$ cat config.mk
export PLATFORM = sky130hd
export DESIGN_NAME = adc_average_band_pwm
export DESIGN_NICKNAME = d
export VERILOG_FILES = /design/src/rtl/adcab_pkg.sv /design/src/rtl/adcab_cfg.sv /design/src/rtl/adcab_in_reg.sv /design/src/rtl/adcab_core.sv /design/src/rtl/adc_average_band_pwm.sv
export SDC_FILE = /design/constraint.sdc
export NUM_CORES = 1
export LEC_CHECK = 0
export BUFFER_PORTS_ARGS = -buffer_cell sky130_fd_sc_hd__buf_2
export CAP_MARGIN = 25
export CORE_UTILIZATION = 30
export DETAILED_ROUTE_END_ITERATION = 10
export SETUP_SLACK_MARGIN = 0.3
export SLEW_MARGIN = 20
export SYNTH_ARGS = -nofsm -noshare
export SYNTH_HDL_FRONTEND = slang
export SYNTH_SLANG_ARGS = --single-unit
$ cat constraint.sdc
create_clock -name i_clk -period 5.7 [get_ports i_clk]
set_clock_uncertainty 0.2 [all_clocks]
set_input_delay 0.855 -clock i_clk [delete_from_list [all_inputs] [get_ports i_clk]]
set_output_delay 0.855 -clock i_clk [all_outputs]
set_load 0.1 [all_outputs]
$ cat src/rtl/adcab_pkg.sv
// ----------------------------------------------------------------------------
// adcab_pkg
// Shared types and constants for the adc average band pwm block.
// ----------------------------------------------------------------------------
package adcab_pkg;

    localparam int SAMPLE_W  = 12;
    localparam int SUM_W     = 14;
    localparam int PERIOD_W  = 10;
    localparam int COUNT_W   = 2;
    localparam int CFG_IDX_W = 2;
    localparam int CFG_DAT_W = 12;

    // four samples per average, so the count ends at three
    localparam logic [COUNT_W-1:0] LAST_SAMPLE = 2'd3;

    localparam logic [SAMPLE_W-1:0] LOW_THRESHOLD_RST  = 12'd1241;
    localparam logic [SAMPLE_W-1:0] HIGH_THRESHOLD_RST = 12'd2482;
    localparam logic [PERIOD_W-1:0] PWM_PERIOD_RST     = 10'd50;

    // duty offset in percent
    localparam logic [7:0] DUTY_BASE = 8'd10;

    typedef enum logic [CFG_IDX_W-1:0] {
        CFG_LOW_THRESHOLD  = 2'd0,
        CFG_HIGH_THRESHOLD = 2'd1,
        CFG_PWM_PERIOD     = 2'd2,
        CFG_UNUSED         = 2'd3
    } t_cfg_index;

    typedef enum logic [1:0] {
        BAND_LOW  = 2'd0,
        BAND_MID  = 2'd1,
        BAND_HIGH = 2'd2
    } t_band;

    typedef struct packed {
        logic                op;
        logic [SAMPLE_W-1:0] sample;
    } t_item;

    typedef struct packed {
        logic [SAMPLE_W-1:0] low_threshold;
        logic [SAMPLE_W-1:0] high_threshold;
        logic [PERIOD_W-1:0] pwm_period;
    } t_cfg;

    typedef struct packed {
        logic  pwm_out;
        logic  indicator_out;
        logic  pwm_active;
        logic  band_valid;
        t_band band;
    } t_result;

endpackage

$ cat src/rtl/adcab_cfg.sv
// ----------------------------------------------------------------------------
// adcab_cfg
// Configuration register file: thresholds and pwm period.
// ----------------------------------------------------------------------------
module adcab_cfg (
    input  logic                            i_clk,
    input  logic                            i_rst_n,
    input  logic                            i_cfg_valid,
    output logic                            o_cfg_ready,
    input  logic [adcab_pkg::CFG_IDX_W-1:0] i_cfg_index,
    input  logic [adcab_pkg::CFG_DAT_W-1:0] i_cfg_data,
    output adcab_pkg::t_cfg                 o_cfg
);
    import adcab_pkg::*;

    t_cfg r_cfg;
    t_cfg n_cfg;

    assign o_cfg_ready = 1'b1;
    assign o_cfg       = r_cfg;

    always_comb begin
        n_cfg = r_cfg;
        if (i_cfg_valid) begin
            case (t_cfg_index'(i_cfg_index))
                CFG_LOW_THRESHOLD:  n_cfg.low_threshold  = i_cfg_data;
                CFG_HIGH_THRESHOLD: n_cfg.high_threshold = i_cfg_data;
                CFG_PWM_PERIOD:     n_cfg.pwm_period     = i_cfg_data[PERIOD_W-1:0];
                default:            n_cfg = r_cfg;
            endcase
        end
    end

    always_ff @(posedge i_clk) begin
        if (!i_rst_n) begin
            r_cfg.low_threshold  <= LOW_THRESHOLD_RST;
            r_cfg.high_threshold <= HIGH_THRESHOLD_RST;
            r_cfg.pwm_period     <= PWM_PERIOD_RST;
        end else begin
            r_cfg <= n_cfg;
        end
    end

endmodule

$ cat src/rtl/adcab_in_reg.sv
// ----------------------------------------------------------------------------
// adcab_in_reg
// Input register stage, holds one transaction until the core takes it.
// ----------------------------------------------------------------------------
module adcab_in_reg (
    input  logic                           i_clk,
    input  logic                           i_rst_n,
    input  logic                           i_valid,
    output logic                           o_stall,
    input  logic                           i_op,
    input  logic [adcab_pkg::SAMPLE_W-1:0] i_sample,
    output logic                           o_item_valid,
    output adcab_pkg::t_item               o_item,
    input  logic                           i_item_take
);
    import adcab_pkg::*;

    logic  r_valid;
    t_item r_item;
    logic  w_load;

    // register may refill in the same cycle it is drained
    assign o_stall      = r_valid && !i_item_take;
    assign w_load       = i_valid && !o_stall;
    assign o_item_valid = r_valid;
    assign o_item       = r_item;

    always_ff @(posedge i_clk) begin
        if (!i_rst_n) begin
            r_valid <= 1'b0;
        end else if (w_load) begin
            r_valid <= 1'b1;
        end else if (i_item_take) begin
            r_valid <= 1'b0;
        end
    end

    always_ff @(posedge i_clk) begin
        if (w_load) begin
            r_item.op     <= i_op;
            r_item.sample <= i_sample;
        end
    end

endmodule

$ cat src/rtl/adcab_core.sv
// ----------------------------------------------------------------------------
// adcab_core
// Averaging, band decision, pwm counter and result register.
// ----------------------------------------------------------------------------
module adcab_core (
    input  logic                i_clk,
    input  logic                i_rst_n,
    input  adcab_pkg::t_cfg     i_cfg,
    input  logic                i_item_valid,
    input  adcab_pkg::t_item    i_item,
    output logic                o_item_take,
    output logic                o_valid,
    input  logic                i_stall,
    output adcab_pkg::t_result  o_result
);
    import adcab_pkg::*;

    logic [COUNT_W-1:0]  r_count;
    logic [SUM_W-1:0]    r_sum;
    logic                r_running;
    logic [PERIOD_W-1:0] r_tick;
    logic [PERIOD_W-1:0] r_compare;
    logic                r_level;
    logic                r_indicator;
    logic                r_out_valid;
    t_result             r_result;

    logic [COUNT_W-1:0]  n_count;
    logic [SUM_W-1:0]    n_sum;
    logic                n_running;
    logic [PERIOD_W-1:0] n_tick;
    logic [PERIOD_W-1:0] n_compare;
    logic                n_level;
    logic                n_indicator;
    t_result             n_result;

    logic [SUM_W-1:0]    w_sum;
    logic [SUM_W-1:0]    w_lo;
    logic [SUM_W-1:0]    w_hi;
    logic [SUM_W+5:0]    w_prod;
    logic [7:0]          w_duty;
    logic [PERIOD_W:0]   w_next;
    logic                w_take;

    assign w_take      = i_item_valid && (!r_out_valid || !i_stall);
    assign o_item_take = w_take;
    assign o_valid     = r_out_valid;
    assign o_result    = r_result;

    assign w_sum  = r_sum + SUM_W'(i_item.sample);
    assign w_lo   = {i_cfg.low_threshold, 2'b00};
    assign w_hi   = {i_cfg.high_threshold, 2'b00};
    // sum * 33 as shift and add
    assign w_prod = {1'b0, w_sum, 5'b00000} + (SUM_W+6)'(w_sum);
    assign w_duty = DUTY_BASE + 8'(w_prod[SUM_W+5:12]);
    assign w_next = {1'b0, r_tick} + 11'd1;

    always_comb begin
        n_count     = r_count;
        n_sum       = r_sum;
        n_running   = r_running;
        n_tick      = r_tick;
        n_compare   = r_compare;
        n_level     = r_level;
        n_indicator = r_indicator;
        n_result.band_valid = 1'b0;
        n_result.band       = BAND_LOW;

        if (!i_item.op) begin
            if (r_running) begin
                if (w_next >= {1'b0, i_cfg.pwm_period}) begin
                    n_tick  = '0;
                    n_level = 1'b1;
                end else begin
                    n_tick = w_next[PERIOD_W-1:0];
                end
                // low at compare wins over high at wrap
                if (n_tick == r_compare) begin
                    n_level = 1'b0;
                end
            end
        end else if (r_count == LAST_SAMPLE) begin
            n_count = '0;
            n_sum   = '0;
            n_result.band_valid = 1'b1;
            if (w_sum <= w_lo) begin
                n_running     = 1'b0;
                n_indicator   = 1'b0;
                n_result.band = BAND_LOW;
            end else if (w_sum <= w_hi) begin
                n_compare     = PERIOD_W'(w_duty[7:1]);
                n_tick        = '0;
                n_running     = 1'b1;
                n_result.band = BAND_MID;
            end else begin
                n_running     = 1'b0;
                n_indicator   = 1'b1;
                n_result.band = BAND_HIGH;
            end
        end else begin
            n_count = r_count + 2'd1;
            n_sum   = w_sum;
        end

        n_result.pwm_out       = n_level;
        n_result.indicator_out = n_indicator;
        n_result.pwm_active    = n_running;
    end

    always_ff @(posedge i_clk) begin
        if (!i_rst_n) begin
            r_count     <= '0;
            r_sum       <= '0;
            r_running   <= 1'b0;
            r_tick      <= '0;
            r_compare   <= '0;
            r_level     <= 1'b0;
            r_indicator <= 1'b0;
            r_out_valid <= 1'b0;
        end else begin
            if (w_take) begin
                r_count     <= n_count;
                r_sum       <= n_sum;
                r_running   <= n_running;
                r_tick      <= n_tick;
                r_compare   <= n_compare;
                r_level     <= n_level;
                r_indicator <= n_indicator;
                r_out_valid <= 1'b1;
            end else if (!i_stall) begin
                r_out_valid <= 1'b0;
            end
        end
    end

    always_ff @(posedge i_clk) begin
        if (w_take) begin
            r_result <= n_result;
        end
    end

`ifndef ASSERT_OFF
    a_count_clears: assert property (@(posedge i_clk) disable iff (!i_rst_n)
        (w_take && i_item.op && r_count == LAST_SAMPLE) |=> (r_count == '0 && r_sum == '0))
        else $error("sample count not cleared after average");

    a_band_idle: assert property (@(posedge i_clk) disable iff (!i_rst_n)
        (r_out_valid && !r_result.band_valid) |-> (r_result.band == BAND_LOW))
        else $error("band not zero without average");

    a_mid_runs: assert property (@(posedge i_clk) disable iff (!i_rst_n)
        (r_out_valid && r_result.band_valid) |->
        (r_result.pwm_active == (r_result.band == BAND_MID)))
        else $error("pwm running state disagrees with band");

    a_high_sets_ind: assert property (@(posedge i_clk) disable iff (!i_rst_n)
        (r_out_valid && r_result.band_valid && r_result.band == BAND_HIGH)
        |-> r_result.indicator_out)
        else $error("indicator not set on high band");

    a_hold_on_stall: assert property (@(posedge i_clk) disable iff (!i_rst_n)
        (r_out_valid && i_stall) |=> (r_out_valid && $stable(r_result)))
        else $error("result lost while downstream stalled");
`endif

endmodule

$ cat src/rtl/adc_average_band_pwm.sv
// ----------------------------------------------------------------------------
// adc_average_band_pwm
// ADC four-sample average, band classification and pwm generator.
// ----------------------------------------------------------------------------
// path: input register, then core state update, then result register
// throughput: one transaction per cycle while the receiver does not stall,
// set by the state update in the core between the input and result registers
// reset: synchronous, active low; state cleared, registers to default values
module adc_average_band_pwm (
    input  logic                            i_clk,
    input  logic                            i_rst_n,
    input  logic                            i_valid,
    output logic                            o_stall,
    input  logic                            i_op,
    input  logic [adcab_pkg::SAMPLE_W-1:0]  i_sample,
    output logic                            o_valid,
    input  logic                            i_stall,
    output logic                            o_pwm_out,
    output logic                            o_indicator_out,
    output logic                            o_pwm_active,
    output logic                            o_band_valid,
    output logic [1:0]                      o_band,
    input  logic                            i_cfg_valid,
    output logic                            o_cfg_ready,
    input  logic [adcab_pkg::CFG_IDX_W-1:0] i_cfg_index,
    input  logic [adcab_pkg::CFG_DAT_W-1:0] i_cfg_data
);
    import adcab_pkg::*;

    t_cfg    w_cfg;
    logic    w_item_valid;
    t_item   w_item;
    logic    w_item_take;
    t_result w_result;

    adcab_cfg u_cfg (
        .i_clk       (i_clk),
        .i_rst_n     (i_rst_n),
        .i_cfg_valid (i_cfg_valid),
        .o_cfg_ready (o_cfg_ready),
        .i_cfg_index (i_cfg_index),
        .i_cfg_data  (i_cfg_data),
        .o_cfg       (w_cfg)
    );

    adcab_in_reg u_in_reg (
        .i_clk        (i_clk),
        .i_rst_n      (i_rst_n),
        .i_valid      (i_valid),
        .o_stall      (o_stall),
        .i_op         (i_op),
        .i_sample     (i_sample),
        .o_item_valid (w_item_valid),
        .o_item       (w_item),
        .i_item_take  (w_item_take)
    );

    adcab_core u_core (
        .i_clk        (i_clk),
        .i_rst_n      (i_rst_n),
        .i_cfg        (w_cfg),
        .i_item_valid (w_item_valid),
        .i_item       (w_item),
        .o_item_take  (w_item_take),
        .o_valid      (o_valid),
        .i_stall      (i_stall),
        .o_result     (w_result)
    );

    assign o_pwm_out       = w_result.pwm_out;
    assign o_indicator_out = w_result.indicator_out;
    assign o_pwm_active    = w_result.pwm_active;
    assign o_band_valid    = w_result.band_valid;
    assign o_band          = w_result.band;

endmodule

=== After elaboration in Yosys (flattened, before gate mapping) ===
Index checks and enable logic that the tools add are counted.

* Multipliers: 0
* Shifts and indexed selects: 0
* Equal/unequal tests: 8
* Add/subtract/negate cells: 5
* Bitwise gates (word level): 3
* Reductions and logical operators: 18
* Divide/modulo/power cells: 0
* Multiplexer cells: 29
* Magnitude comparators: 3

{| class="wikitable"
|+ Operators with widths
! operator !! count
|-
| $mux W10 || 8
|-
| $le A14 B14 Y1 || 2
|-
| $add A19 B14 Y20 || 1
|-
| $mux W1 || 16
|-
| $add A14 B12 Y14 || 1
|-
| $mux W14 || 1
|-
| $add A10 B1 Y11 const B || 1
|-
| $ge A11 B10 Y1 || 1
|-
| $eq A10 B7 Y1 || 1
|-
| $reduce_and A5 Y1 || 2
|-
| $add A4 B8 Y8 const A || 1
|-
| $reduce_and A2 Y1 || 4
|-
| $mux W2 || 3
|-
| $ne A2 B1 Y1 const B || 3
|-
| $eq A2 B2 Y1 const B || 2
|-
| $logic_not A1 Y1 || 4
|-
| $reduce_bool A2 Y1 || 2
|-
| $logic_and A1 B1 Y1 || 3
|-
| $mux W3 || 1
|-
| $not A1 Y1 || 3
|-
| $reduce_or A3 Y1 || 1
|-
| $add A2 B1 Y2 const B || 1
|-
| $eq A2 B1 Y1 const B || 1
|-
| $logic_not A2 Y1 || 1
|-
| 2 further kinds || 2
|}

* ROM bits: 0
* Memory bits (writable): 0
* Latch bits: 0
* Output and inout bits: 9
* Memories: 0
* Register bits: 91

=== Logic depth before layout (Yosys ltp) ===
* Word-level depth: 9
* Depth in mapped cells: 21
* Gate-level depth less buffers: 21

=== Cells and area by module ===
Synthesis repeated with hierarchy kept, for this count alone.

* Cell total of the unflattened synthesis: 644
* Area total of the unflattened synthesis: 5915.7 µm²

{| class="wikitable"
|+ By module, submodules not included
! module !! instances !! area an instance (µm²) !! cells an instance
|-
| adcab_core || 1 || 4076.4 || 490
|-
| adcab_cfg || 1 || 1401.3 || 137
|-
| adcab_in_reg || 1 || 437.9 || 17
|}

=== Worst setup path before layout ===
Ideal clock, no wire load.

* Kind: reg2reg
* From: register u_in_reg.r_item, in the netlist u_in_reg.o_item[0]
* To: register u_core.r_tick[2]
* Slack: 1.127 ns
* Library setup time: 0.101 ns
* Period minus slack after synthesis: 4.573 ns
* Cell stages (with the launch flop): 20
* Arrival time: 4.272 ns
* Cell sequence: edfxtp_1 -> ha_1 -> fa_1 -> a21o_1 -> a221oi_1 -> a2bb2oi_1 -> nand2b_1 -> a21oi_1 -> xnor2_1 -> ha_1 -> nand4_1 -> nor2_1 -> a21o_1 -> o31a_1 -> or3_1 -> inv_1 -> nor2_1 -> nor2_1 -> nand2_1 -> o41ai_1

* Cells in the longest elaborated chain, start to end: 4
* Elaborated cells on any way between the ends: 6
* Classes of those cells: 1 x add/sub; 2 x order compare; 2 x eq/ne; 1 x reduce/logical

{| class="wikitable"
|+ RTL lines
! item !! line !! RTL
|-
| from (decl) || adcab_in_reg.sv:19 || <nowiki>t_item r_item;</nowiki>
|-
| $add A14 B12 Y14 (*) || adcab_core.sv:50 || <nowiki>assign w_sum = r_sum + SUM_W'(i_item.sample);</nowiki>
|-
| $le A14 B14 Y1, on equally long branches || adcab_core.sv:86, adcab_core.sv:90 ||
|-
| $ne A2 B2 Y1 (no source line) or $ne A2 B1 Y1 (tied branches) || n/a ||
|-
| $reduce_and A5 Y1 (no source line) (*) || n/a ||
|-
| to (signal assigned) || adcab_core.sv:125 || <nowiki>r_tick <= n_tick;</nowiki>
|-
| to (decl) || adcab_core.sv:21 || <nowiki>logic [PERIOD_W-1:0] r_tick;</nowiki>
|}

Every way passes the cells marked *; elsewhere a longest branch is shown, timed or not.
A chain may end at the register's enable or synchronous reset.

=== Worst setup path in the final report ===
* From: register u_in_reg.r_item, in the netlist u_in_reg.o_item[0]
* To: register u_core.r_tick[5]

Same word-level chain as after synthesis.

==> metrics.txt <==
synthesized cell area 5490 um^2; dpl hpwl 9810 um; Inserted Diodes 0; Total GRT Usage 15.1%; Worst R2R Path Depth 20; GPL Wtd Cong 0.833; Top FF cell, synth dfxtp_1; top post-synthesis cells by area dfxtp_1 (26%), ha_1 (12%), edfxtp_1 (10%), a21oi_1 (6.0%), nand2_1 (6.0%); Setup Viol. Count Final 0; CTS resizes 0; Adder-Cell Fraction of Synth Area 13.4%; Req. time, crit path 5.73 ns; async set or reset register ratio after synthesis 0%; final period utilization 88.5%; Final Core Density 34.7%; Avg Inst Size Synth 8.59 um^2; Max Cap Viol 0; root buf cell clkbuf_16; clk sinks 91; final instance area 6240 um^2; count of input and output buffers 39; Nets 762; Die Ht 137 um; global-route wire length before repair 21800 um; initial antenna violation count 0; final slew viol count 0; WHS Endpoint u_cfg.o_cfg[3]$_SDFFE_PN0P_; Worst Hold Launch u_cfg.o_cfg[3]$_SDFFE_PN0P_; synthesized instance count 639; post-synth top area cell dfxtp_1; Hold Path Class reg -> reg; WS Path Type reg -> reg; clock-pin slew on the worst setup and hold paths 0.06 ns; r2r endpoint u_core.r_tick[5]$_SDFFE_PN0P_; R2R Path Start u_in_reg.o_item[0]$_DFFE_PP_; Peak Freq 198 MHz; dpl ws 0.692 ns; P_leak 2.64 nW; CP endpoint kind flip-flop; vias in the first global route 4397; Fin. Hold Viols 0; # fillers 1909; Worst-Skew Late Latency 0.36 ns; compound-cell area share of the yosys netlist 20.2%; post-CTS setup buffers 0; routed len/inst 14.2 um; simple-gate area share of the yosys netlist 18.8%; Slew headroom 35.3%; proportion of synthesized area in mux cells 0.797%; via/cell ratio 5.01; R2R Setup Slk 0.65 ns; hold-fix buffers at CTS 0; core area 18000 um^2; Area Growth Syn to Fin 13.6%; count of cells along the worst hold path 2; IO Pins 41; DIE AREA 18800 um^2; Yosys Warn Count 0; Clock Path Buffers 2; H-Tree Depth 3; Synth top area share 26.2%; CP startpoint kind flip-flop; PwrDens 261 nW/um^2; number of synthesized flops with an enable pin 19; register area share after synthesis 36.6%; Yosys reg bits 91; Overflow after GRT 0; setup TNS 0 ns; First-pass DRT Iterations 4; Num CTS Buffers 9; maximum vdd drop 0.146 mV; Slew @ Worst Pin 0.967 ns; post-route ant nets 0; Syn Nets 726; outcome finished clean; row cnt 49; Unique masters post-synth 67; TritonCTS clock tree built; DR iter-0 viols 207; xor and xnor area share after synthesis 4.47%; final worst setup slack 0.654 ns; die width 137 um; post-place instance area 5930 um^2; unrepaired setup endpoints after global routing no; largest family of logic cells by synthesized area compound AO/OA/AOI/OAI gates; Initial Utilization 30.6%; pin count of the biggest net entering global routing 29; DRC errors left 0; final wirelength 12900 um; crit path DAT 5.08 ns; share of cells above drive strength 1 11.8%; critical path fanouts, max 11; via count 4545; Final Critical Period 5.05 ns
[how the worst max path moves through the flow]
stage / slack, ns / startpoint / endpoint
after floorplan: 1.13 / u_in_reg.o_item[0]$_DFFE_PP_ / u_core.r_tick[2]$_SDFFE_PN0P_
after global routing: 0.34 / u_in_reg.o_item[0]$_DFFE_PP_ / u_core.r_tick[5]$_SDFFE_PN0P_
after global placement: 0.52 / u_in_reg.o_item[0]$_DFFE_PP_ / u_core.r_tick[4]$_SDFFE_PN0P_
after CTS: 0.67 / u_in_reg.o_item[0]$_DFFE_PP_ / u_core.r_tick[5]$_SDFFE_PN0P_
after detailed placement: 0.69 / u_in_reg.o_item[0]$_DFFE_PP_ / u_core.r_tick[5]$_SDFFE_PN0P_
final: 0.65 / u_in_reg.o_item[0]$_DFFE_PP_ / u_core.r_tick[5]$_SDFFE_PN0P_
[power breakdown]
part           switching, W  internal, W  total (W)
Sequential       0.00000989     0.000679   0.000689
Clock              0.000250     0.000363   0.000613
Combinational      0.000195     0.000129   0.000324
Total              0.000455      0.00117    0.00163
[registers in the layout, summed over array words and instances (netlist names)]
register               count
u_cfg.o_cfg               34
u_core.o_result            6
u_core.o_valid             1
u_core.r_compare           7
u_core.r_count             2
u_core.r_indicator         1
u_core.r_level             1
u_core.r_running           1
u_core.r_sum              14
u_core.r_tick             10
u_in_reg.o_item           13
u_in_reg.o_item_valid      1
[synthesized netlist by cell type (10+ instances only)]
library cell and number:
nand2_1 88, dfxtp_1 72, a21oi_1 66, ha_1 54
inv_1 47, nor2_1 39, o211ai_1 21, clkbuf_1 20
xnor2_1 20, edfxtp_1 19, nand3_1 19, o21ai_0 15
a21o_1 14, a22oi_1 10, nand4_1 10
[placed cells by master (no fill, tap or decap), types with 9 or more instances in the layout]
cell	n
nand2_1	88
dfxtp_1	72
a21oi_1	66
ha_1	54
inv_1	47
nor2_1	39
buf_2	39
o211ai_1	21
xnor2_1	20
nand3_1	19
edfxtp_1	19
o21ai_0	14
a21o_1	14
nand4_1	10
a22oi_1	10
clkbuf_16	10
buf_4	10
and3_1	9
[metrics by stage]
stage	hold WS (ns)	total power, W	std cells
6_report	0.255	0.00163	908
5_1_grt	0.277	0.00171	908
4_1_cts	0.258	0.00165	908
3_5_place_dp	0.249	0.00103	893
3_3_place_gp	0.244	0.00102	893
2_1_floorplan	0.236	0.000947	639
[metal layers]
layer  vias to the layer above  part of all wire (%)  global-route usage [%]
met1                      2106                    46                    17.4
met5                         -                     0                       0
met4                         0                   1.6                    5.74
met2                        58                    50                    27.0
li1                       2365                     -                       -
met3                        16                   2.9                    3.38
[critical path, cell delays in order, from the launching register on]
cell,delay [ns]
edfxtp_1,0.37
ha_1,0.22
fa_1,0.40
a21o_1,0.23
a221oi_1,0.33
a2bb2oi_1,0.20
buf_4,0.16
nand2b_1,0.06
a21oi_1,0.23
xnor2_1,0.20
buf_4,0.20
ha_1,0.24
nand4_1,0.09
nor2_1,0.06
a21o_1,0.16
o31a_1,0.32
or3_1,0.43
inv_1,0.12
o21ai_1,0.28
o211ai_1,0.28
o21ai_0,0.12
[cell type report]
cell class | instances | area [um^2] | share of cell area, %
flip-flops and latches | 91 | 2010 | 32.3
clock inverters | 4 | 48.8 | 0.782
clock buffers | 11 | 254 | 4.07
repair buffers | 49 | 270 | 4.33
well taps | 229 | 287 | 4.59
inverters | 50 | 190 | 3.05
multi-input cells | 474 | 3180 | 50.9
[logic make-up (layout without fill, tap and decap cells)]
logic type                 after synthesis  count (layout)
AOI/OAI and AO/OA                      167             167
xor gates and xnor gates                28              28
adders and majority gates               59              59
buffers and inverters                   74             114
DFF                                     91              91
muxes                                    4               4
other                                    1               1
and+or+nand+nor                        215             215
Power figures use the tool's default switching activity.
